--- config.mk ---
export PLATFORM = sky130hd
export DESIGN_NAME = json_string_unescape_utf8_flat
export DESIGN_NICKNAME = d
export VERILOG_FILES = /design/src/hw/rtl/jsu_pkg.sv /design/src/hw/rtl/jsu_in_if.sv /design/src/hw/rtl/jsu_out_if.sv /design/src/hw/rtl/jsu_decode.sv /design/src/hw/rtl/jsu_emit.sv /design/src/hw/rtl/json_string_unescape_utf8.sv /design/src/flat_wrapper.sv
export SDC_FILE = /design/constraint.sdc
export NUM_CORES = 1
export LEC_CHECK = 0
export ABC_AREA = 1
export BUFFER_PORTS_ARGS = -buffer_cell sky130_fd_sc_hd__buf_4
export CELL_PAD_IN_SITES_DETAIL_PLACEMENT = 1
export CELL_PAD_IN_SITES_GLOBAL_PLACEMENT = 1
export CORE_ASPECT_RATIO = 1.2
export CORE_UTILIZATION = 44
export DETAILED_ROUTE_END_ITERATION = 7
export PLACE_DENSITY_LB_ADDON = 0.1
export SLEW_MARGIN = 20
export SYNTH_ARGS = -nofsm -noshare
export SYNTH_HDL_FRONTEND = slang
export SYNTH_SLANG_ARGS = --single-unit
--- constraint.sdc ---
create_clock -name clk -period 2.35 [get_ports clk]
set_input_delay 0.235 -clock clk [delete_from_list [all_inputs] [get_ports clk]]
set_output_delay 0.235 -clock clk [all_outputs]
set_load 0.005 [all_outputs]
--- src/hw/rtl/jsu_pkg.sv ---
// shared types and constants for the json string unescape block
// no dependencies
package jsu_pkg;

  // result status codes
  localparam logic [1:0] ST_DATA = 2'd0;
  localparam logic [1:0] ST_DONE = 2'd1;
  localparam logic [1:0] ST_ERR  = 2'd2;

  // most results one source byte can cause
  localparam int MAX_RESULTS = 3;

  // results caused by one source byte, ready to be sent one per transfer
  typedef struct packed {
    logic [1:0] cnt;     // number of results, 0 to 3
    logic [1:0] status;  // status shared by every result of the bundle
    logic [7:0] byte0;
    logic [7:0] byte1;
    logic [7:0] byte2;
  } bundle_t;

endpackage

--- src/hw/rtl/jsu_in_if.sv ---
// source byte channel of the json string unescape block
// no dependencies
interface jsu_in_if;
  logic       valid;
  logic       ready;
  logic [7:0] in_byte;
  logic       starts_string;

  modport source (output valid, output in_byte, output starts_string, input ready);
  modport sink (input valid, input in_byte, input starts_string, output ready);
endinterface

--- src/hw/rtl/jsu_out_if.sv ---
// result channel of the json string unescape block
// no dependencies
interface jsu_out_if;
  logic       valid;
  logic       ready;
  logic [7:0] out_byte;
  logic [1:0] status;
  logic       last_of_run;

  modport source (output valid, output out_byte, output status, output last_of_run,
                  input ready);
  modport sink (input valid, input out_byte, input status, input last_of_run,
                output ready);
endinterface

--- src/hw/rtl/jsu_decode.sv ---
// parse phase machine and per-byte decode into a result bundle
// depends on jsu_pkg
module jsu_decode (
  input  logic            clk,
  input  logic            rst,
  input  logic            fire,
  input  logic [7:0]      in_byte,
  input  logic            starts_string,
  output jsu_pkg::bundle_t bundle
);

  // parse phases
  localparam logic [2:0] PH_SEEK = 3'd0;
  localparam logic [2:0] PH_STR  = 3'd1;
  localparam logic [2:0] PH_ESC  = 3'd2;
  localparam logic [2:0] PH_HEX  = 3'd3;
  localparam logic [2:0] PH_IDLE = 3'd4;

  // characters of interest
  localparam logic [7:0] CH_TAB   = 8'h09;
  localparam logic [7:0] CH_LF    = 8'h0A;
  localparam logic [7:0] CH_CR    = 8'h0D;
  localparam logic [7:0] CH_SPACE = 8'h20;
  localparam logic [7:0] CH_QUOTE = 8'h22;
  localparam logic [7:0] CH_BSL   = 8'h5C;
  localparam logic [7:0] CH_SLASH = 8'h2F;
  localparam logic [7:0] CH_B     = 8'h62;
  localparam logic [7:0] CH_F     = 8'h66;
  localparam logic [7:0] CH_N     = 8'h6E;
  localparam logic [7:0] CH_R     = 8'h72;
  localparam logic [7:0] CH_T     = 8'h74;
  localparam logic [7:0] CH_U     = 8'h75;
  localparam logic [7:0] CH_NUL   = 8'h00;

  logic [2:0]  phase;
  logic [2:0]  phase_next;
  logic [11:0] acc;
  logic [11:0] acc_next;
  logic [1:0]  hcnt;
  logic [1:0]  hcnt_next;

  logic [2:0]  cur_phase;
  logic [11:0] cur_acc;
  logic [1:0]  cur_hcnt;
  logic        hex_ok;
  logic [3:0]  hex_val;
  logic [15:0] cp;

  // hex digit decode, either case
  always_comb begin
    hex_ok  = 1'b1;
    hex_val = 4'd0;
    if (in_byte >= 8'h30 && in_byte <= 8'h39) begin
      hex_val = 4'(in_byte - 8'h30);
    end else if (in_byte >= 8'h61 && in_byte <= 8'h66) begin
      hex_val = 4'(in_byte - 8'h57);
    end else if (in_byte >= 8'h41 && in_byte <= 8'h46) begin
      hex_val = 4'(in_byte - 8'h37);
    end else begin
      hex_ok = 1'b0;
    end
  end

  // a string start restarts parsing before the byte is examined
  always_comb begin
    cur_phase = starts_string ? PH_SEEK : phase;
    cur_acc   = starts_string ? 12'd0 : acc;
    cur_hcnt  = starts_string ? 2'd0 : hcnt;
  end

  assign cp = {cur_acc, hex_val};

  // next state and results for this byte
  always_comb begin
    phase_next    = cur_phase;
    acc_next      = cur_acc;
    hcnt_next     = cur_hcnt;
    bundle        = '0;
    bundle.status = jsu_pkg::ST_DATA;
    unique case (cur_phase)
      PH_SEEK: begin
        if (in_byte == CH_TAB || in_byte == CH_LF || in_byte == CH_CR ||
            in_byte == CH_SPACE) begin
          phase_next = PH_SEEK;
        end else if (in_byte == CH_QUOTE) begin
          phase_next = PH_STR;
        end else begin
          phase_next    = PH_IDLE;
          bundle.cnt    = 2'd1;
          bundle.status = jsu_pkg::ST_ERR;
        end
      end
      PH_STR: begin
        if (in_byte == CH_NUL) begin
          phase_next    = PH_IDLE;
          bundle.cnt    = 2'd1;
          bundle.status = jsu_pkg::ST_ERR;
        end else if (in_byte == CH_QUOTE) begin
          phase_next    = PH_IDLE;
          bundle.cnt    = 2'd1;
          bundle.status = jsu_pkg::ST_DONE;
        end else if (in_byte == CH_BSL) begin
          phase_next = PH_ESC;
        end else begin
          bundle.cnt   = 2'd1;
          bundle.byte0 = in_byte;
        end
      end
      PH_ESC: begin
        phase_next = PH_STR;
        bundle.cnt = 2'd1;
        unique case (in_byte)
          CH_QUOTE, CH_BSL, CH_SLASH: bundle.byte0 = in_byte;
          CH_B: bundle.byte0 = 8'h08;
          CH_F: bundle.byte0 = 8'h0C;
          CH_N: bundle.byte0 = 8'h0A;
          CH_R: bundle.byte0 = 8'h0D;
          CH_T: bundle.byte0 = 8'h09;
          CH_U: begin
            phase_next = PH_HEX;
            acc_next   = 12'd0;
            hcnt_next  = 2'd0;
            bundle.cnt = 2'd0;
          end
          default: begin
            phase_next    = PH_IDLE;
            bundle.status = jsu_pkg::ST_ERR;
          end
        endcase
      end
      PH_HEX: begin
        if (!hex_ok) begin
          phase_next    = PH_IDLE;
          bundle.cnt    = 2'd1;
          bundle.status = jsu_pkg::ST_ERR;
        end else if (cur_hcnt != 2'd3) begin
          acc_next  = {cur_acc[7:0], hex_val};
          hcnt_next = cur_hcnt + 2'd1;
        end else begin
          // fourth digit: emit utf-8 encoding of the code point
          phase_next = PH_STR;
          acc_next   = 12'd0;
          hcnt_next  = 2'd0;
          if (cp < 16'h0080) begin
            bundle.cnt   = 2'd1;
            bundle.byte0 = cp[7:0];
          end else if (cp < 16'h0800) begin
            bundle.cnt   = 2'd2;
            bundle.byte0 = 8'hC0 | {3'b000, cp[10:6]};
            bundle.byte1 = 8'h80 | {2'b00, cp[5:0]};
          end else begin
            bundle.cnt   = 2'd3;
            bundle.byte0 = 8'hE0 | {4'b0000, cp[15:12]};
            bundle.byte1 = 8'h80 | {2'b00, cp[11:6]};
            bundle.byte2 = 8'h80 | {2'b00, cp[5:0]};
          end
        end
      end
      default: begin
        phase_next = PH_IDLE;
      end
    endcase
  end

  // state registers advance on each accepted byte
  always_ff @(posedge clk) begin
    if (rst) begin
      phase <= PH_SEEK;
      acc   <= 12'd0;
      hcnt  <= 2'd0;
    end else if (fire) begin
      phase <= phase_next;
      acc   <= acc_next;
      hcnt  <= hcnt_next;
    end
  end

  // checks; a bad hex digit parks the parser with the digits still held
  a_hex_count_phase: assert property (@(posedge clk) disable iff (rst)
    hcnt != 2'd0 |-> (phase == PH_HEX || phase == PH_IDLE))
    else $error("digit count set outside hex phase");
  a_acc_phase: assert property (@(posedge clk) disable iff (rst)
    acc != 12'd0 |-> (phase == PH_HEX || phase == PH_IDLE))
    else $error("code point accumulator set outside hex phase");
  a_non_data_single: assert property (@(posedge clk) disable iff (rst)
    fire && bundle.status != jsu_pkg::ST_DATA |=> phase == PH_IDLE)
    else $error("done or error did not park the parser");

endmodule

--- src/hw/rtl/jsu_emit.sv ---
// result register: holds one bundle and sends its results one transfer at a time
// depends on jsu_pkg, jsu_out_if
module jsu_emit (
  input  logic             clk,
  input  logic             rst,
  input  logic             load,
  input  jsu_pkg::bundle_t bundle,
  output logic             take_ready,
  jsu_out_if.source        dst
);

  logic [1:0]       cnt;
  logic [1:0]       idx;
  logic [1:0]       status;
  logic [7:0]       bytes [jsu_pkg::MAX_RESULTS];
  logic             is_last;
  logic             out_fire;

  assign dst.valid       = (cnt != 2'd0);
  assign is_last         = (idx == cnt - 2'd1);
  assign out_fire        = dst.valid && dst.ready;
  assign take_ready      = !dst.valid || (dst.ready && is_last);
  assign dst.status      = status;
  assign dst.last_of_run = is_last;

  // select the pending byte
  always_comb begin
    unique case (idx)
      2'd0:    dst.out_byte = bytes[0];
      2'd1:    dst.out_byte = bytes[1];
      default: dst.out_byte = bytes[2];
    endcase
  end

  // control: load a new bundle or step through the current one
  always_ff @(posedge clk) begin
    if (rst) begin
      cnt <= 2'd0;
      idx <= 2'd0;
    end else if (load) begin
      cnt <= bundle.cnt;
      idx <= 2'd0;
    end else if (out_fire && is_last) begin
      cnt <= 2'd0;
      idx <= 2'd0;
    end else if (out_fire) begin
      idx <= idx + 2'd1;
    end
  end

  // payload
  always_ff @(posedge clk) begin
    if (load) begin
      status   <= bundle.status;
      bytes[0] <= bundle.byte0;
      bytes[1] <= bundle.byte1;
      bytes[2] <= bundle.byte2;
    end
  end

  // checks
  a_idx_in_range: assert property (@(posedge clk) disable iff (rst)
    dst.valid |-> idx < cnt)
    else $error("result index past bundle size");
  a_no_load_mid_run: assert property (@(posedge clk) disable iff (rst)
    dst.valid && !is_last |-> !load)
    else $error("new byte taken while results are still pending");
  a_run_continues: assert property (@(posedge clk) disable iff (rst)
    out_fire && !is_last |=> dst.valid && idx == $past(idx) + 2'd1)
    else $error("run of results broken");
  a_non_data_zero: assert property (@(posedge clk) disable iff (rst)
    dst.valid && dst.status != jsu_pkg::ST_DATA |-> dst.out_byte == 8'd0 && is_last)
    else $error("done or error result carries a byte");

endmodule

--- src/hw/rtl/json_string_unescape_utf8.sv ---
// top level of the json string unescape block
// depends on jsu_pkg, jsu_in_if, jsu_out_if, jsu_decode, jsu_emit
//
// Decodes one JSON string literal from a stream of source bytes, one byte per
// transfer on in_ch, into result transfers on out_ch: data bytes (escapes
// resolved, \uXXXX written as one to three UTF-8 bytes), then a done or an
// error result. A byte is decoded in the cycle it is accepted and its results
// land in a result register; while the output is not stalled, a byte that
// causes zero or one result is taken in every cycle, while a byte that causes
// two or three holds the input until the result register has sent them one
// per transfer. The input is taken in the same cycle the final result of the
// previous byte leaves, so a stalled output stalls the input only while
// results are pending. last_of_run marks the final result of each source byte;
// starts_string on a byte restarts parsing at the opening quote search.
module json_string_unescape_utf8 (
  input  logic     clk,
  input  logic     rst,
  jsu_in_if.sink   in_ch,
  jsu_out_if.source out_ch
);

  jsu_pkg::bundle_t bundle;
  logic             fire;
  logic             take_ready;

  // no transfer is taken while reset is held
  assign in_ch.ready = take_ready && !rst;
  assign fire        = in_ch.valid && in_ch.ready;

  // per-byte decode and parse state
  jsu_decode u_decode (
    .clk           (clk),
    .rst           (rst),
    .fire          (fire),
    .in_byte       (in_ch.in_byte),
    .starts_string (in_ch.starts_string),
    .bundle        (bundle)
  );

  // result register and serializer
  jsu_emit u_emit (
    .clk        (clk),
    .rst        (rst),
    .load       (fire),
    .bundle     (bundle),
    .take_ready (take_ready),
    .dst        (out_ch)
  );

endmodule
--- src/flat_wrapper.sv ---
// flat-port wrapper written by rule: the top's interface ports become plain ports
module json_string_unescape_utf8_flat 
  (clk, rst, in_ch_valid, in_ch_in_byte, in_ch_starts_string, in_ch_ready, out_ch_valid, out_ch_out_byte, out_ch_status, out_ch_last_of_run, out_ch_ready);
  jsu_in_if in_ch_i ();
  jsu_out_if out_ch_i ();
  input  logic clk;
  input  logic rst;
  input wire logic [$bits(in_ch_i.valid)-1:0] in_ch_valid;
  input wire logic [$bits(in_ch_i.in_byte)-1:0] in_ch_in_byte;
  input wire logic [$bits(in_ch_i.starts_string)-1:0] in_ch_starts_string;
  output wire logic [$bits(in_ch_i.ready)-1:0] in_ch_ready;
  output wire logic [$bits(out_ch_i.valid)-1:0] out_ch_valid;
  output wire logic [$bits(out_ch_i.out_byte)-1:0] out_ch_out_byte;
  output wire logic [$bits(out_ch_i.status)-1:0] out_ch_status;
  output wire logic [$bits(out_ch_i.last_of_run)-1:0] out_ch_last_of_run;
  input wire logic [$bits(out_ch_i.ready)-1:0] out_ch_ready;
  assign in_ch_i.valid = in_ch_valid;
  assign in_ch_i.in_byte = in_ch_in_byte;
  assign in_ch_i.starts_string = in_ch_starts_string;
  assign in_ch_ready = in_ch_i.ready;
  assign out_ch_valid = out_ch_i.valid;
  assign out_ch_out_byte = out_ch_i.out_byte;
  assign out_ch_status = out_ch_i.status;
  assign out_ch_last_of_run = out_ch_i.last_of_run;
  assign out_ch_i.ready = out_ch_ready;
  json_string_unescape_utf8 u_core (.clk(clk), .rst(rst), .in_ch(in_ch_i), .out_ch(out_ch_i));
endmodule
==> results.yml <==
critical_path:
  required_ns: 2.12
  worstRegToRegCells: 8
  cp-start-kind: "flip-flop"
  cp_data_arrival_time_ns: 1.95
  endpoint_kind: "output pin"
  cp_max_fo: 9
  critPathKind: "flip-flop to output pin"
  slowest_stage: "nor2_1"
  path_cells: "inv_1 -> ha_1 -> nor2_1 -> a22oi_1 -> nand2_1 -> buf_4"
  slowest_delay_ns: 0.45
global_routing:
  grt_pass1_wl_mm: 16.9
  grt_usage: 0.280
  grt_max_degree: 24
  grt-ovfl-total: 0
  antenna_found_initial: 0
  grt_pass1_vias: 3436
clocking:
  ctsResizeCount: 0
  cts_tree: "yes"
  cts.sink_count: 45
  path_clk_slew_ns: 0.10
  cts-root-to-sink-buffers: 2
  post_cts.repair.setup_buffers: 0
  htreeDepth: 2
  root_buffer: "clkbuf_8"
  numCtsBuffers: 5
  cts_hold_buf: 0
  clkLatencyLatePin_ns: 0.31
pwr:
  ir_worst_vdd_mv: 0.272
  cellPowerDensity_nw_per_um2: 507
  power_mw: 1.87
  leakage_nw: 1.78
yosys:
  yosysSeqAreaShare: 0.344
  ys_ff_latch: 45
  syn-cell-area_sq_um: 3320
  yosysWarnings: 0
  synth_area_leader_cell: "edfxtp_1"
  synth_area_per_cell_sq_um: 6.77
  syn_inst: 490
  yosys-top-cells-area: "edfxtp_1, nand2_1, dfxtp_1, inv_1, nand3_1"
  syn_nets: 511
  synth_top_area_share: 0.217
  ys_types: 34
detailed_routing:
  routedWlPerCell_um: 16.6
  drc: 0
  totalWireLength_mm: 10.1
  via_per_inst: 5.42
  ant_nets: 0
  drtIter0Drc: 152
  num_vias: 3286
  drt_first_pass_iters: 4
finish:
  final_cells: 606
  area.sequential_sq_um: 1140
  multi_input_area_sq_um: 1800
  drive_gt1_frac: 0.147
  area_delta_synth_final_pct: 11.1
  antenna_cells: 0
  filler_cell_count: 982
  layout.nets: 536
place:
  numPlacedInstances: 598
  hpwl_mm: 8.19
  placement.io_buffers: 25
  gp_congestion: 0.900
sta:
  fin_skew_ns: 0.0184
  finalCriticalPeriod_ns: 2.18
  rsz0062_at_grt: "false"
  clock.fmax_ghz: 0.458
  tightest_slew_ns: 0.490
  finalMaxSlewViolations: 0
  setup_violations: 0
  timing.final.crit_share: 0.930
  final.setup.tns_ns: 0
  max_slew_margin: 0.672
  hold_violations: 0
job:
  cap_violations: 0
status:
  outcome: "complete, no violations"
floorplanning:
  rows: 34
  coreArea_sq_um: 7270
  die_y_um: 97.1
  dieArea_sq_um: 7890
  initial_core_util: 0.456
  ios: 26
  die_x_um: 81.3
worst_hold_path:
  min_path_type: "input port to flip-flop"
  hold_depth: 3
==> cell usage after synthesis <==
library cell	n
inv_4	2
dfxtp_1	21
a21oi_1	21
nand3_2	4
o211ai_1	9
nor2_8	1
inv_2	5
nor2_4	3
o21ai_1	4
nand2_8	1
inv_1	71
nor2_1	49
edfxtp_1	24
ha_1	8
buf_4	4
buf_2	3
a21oi_2	4
nand2_4	1
nor2_2	7
nand2_1	140
o22ai_1	2
nand3_1	44
clkbuf_1	4
nand4_1	5
buf_6	2
nor3_2	1
o21ai_0	29
a22oi_1	7
nand3b_1	1
xor2_1	2
nand3_4	2
a21boi_0	1
nand2_2	7
a31oi_1	1
==> registers in the layout (all words and copies together) (netlist names) <==
name and cells:
u_core.u_emit.cnt 2, u_core.u_emit.dst.status 2, u_core.u_decode.hcnt 2, u_core.u_decode.phase 3
u_core.u_decode.acc 12, u_core.u_emit.idx 2, u_core.u_emit.bytes 22
==> final cells by class <==
class,count,area share
inverters,78,0.0808
well taps,90,0.0306
clock inverters,1,0.00170
multi-input cells,354,0.487
flip-flops and latches,45,0.310
clock buffers,7,0.0234
repair buffers,31,0.0666
==> per-stage QoR <==
| step | hold WS (ns) | setup slack, ns | utilization | cell area (sq um) |
|---|---|---|---|---|
| floorplan | 0.399 | 0.481 | - | 3320 |
| global placement | 0.443 | 0.245 | 0.494 | 3590 |
| detailed placement | 0.463 | 0.192 | 0.494 | 3590 |
| CTS | 0.218 | 0.157 | 0.507 | 3680 |
| global route | 0.239 | 0.0530 | 0.507 | 3680 |
| finish | 0.212 | 0.165 | 0.507 | 3680 |
==> worst max-delay path: cells and delay by family (launching register included) <==
kind / cells / cell delay (ns)
buffers and inverters: 2 / 0.19
DFF: 1 / 0.41
and+or+nand+nor: 2 / 0.55
adders and majority gates: 1 / 0.33
AOI/OAI and AO/OA: 1 / 0.16
==> logic make-up after synthesis <==
logic type	synth area share
simple gates	0.370
buf+inv	0.115
compound gates	0.136
flops	0.344
fa+ha+maj	0.0302
xor+xnor	0.00528
==> worst paths after layout <==
kind / start / end / slack, ns
max: u_core.u_emit.idx[0]$_SDFFE_PP0P_ / out_ch_out_byte[1] / 0.17
min: out_ch_ready / u_core.u_emit.idx[1]$_SDFFE_PP0P_ / 0.21
max reg2reg: u_core.u_emit.cnt[0]$_SDFFE_PP0P_ / u_core.u_emit.bytes[0][23]$_SDFFCE_PP0P_ / 0.26
min reg2reg: u_core.u_decode.hcnt[1]$_SDFFE_PP0P_ / u_core.u_decode.hcnt[1]$_SDFFE_PP0P_ / 0.47
==> per-layer routing <==
layer | global-route usage | vias up | wire length, um
li1 | - | 1634 | -
met1 | 0.345 | 1580 | 4350
met2 | 0.493 | 56 | 5240
met3 | 0.0329 | 16 | 264
met4 | 0.0852 | 0 | 214
met5 | 0 | - | 0
==> placed cells by master (no fill, tap or decap), drive strengths merged <==
| master | count |
|---|---|
| o22ai | 2 |
| nor2 | 60 |
| nand2 | 149 |
| inv | 79 |
| o21ai | 33 |
| clkbuf | 7 |
| nor3 | 1 |
| nand3 | 50 |
| buf | 31 |
| a21boi | 1 |
| edfxtp | 24 |
| nand4 | 5 |
| nand3b | 1 |
| xor2 | 2 |
| a31oi | 1 |
| dfxtp | 21 |
| a21oi | 25 |
| a22oi | 7 |
| ha | 8 |
| o211ai | 9 |
==> power by group <==
| part | switching [mW] | internal [mW] | total, mW |
|---|---|---|---|
| sequential | 0.0256 | 0.872 | 0.897 |
| combinational | 0.301 | 0.153 | 0.454 |
| clock | 0.278 | 0.240 | 0.518 |
Note: power is estimated with default switching activity, not from simulation.
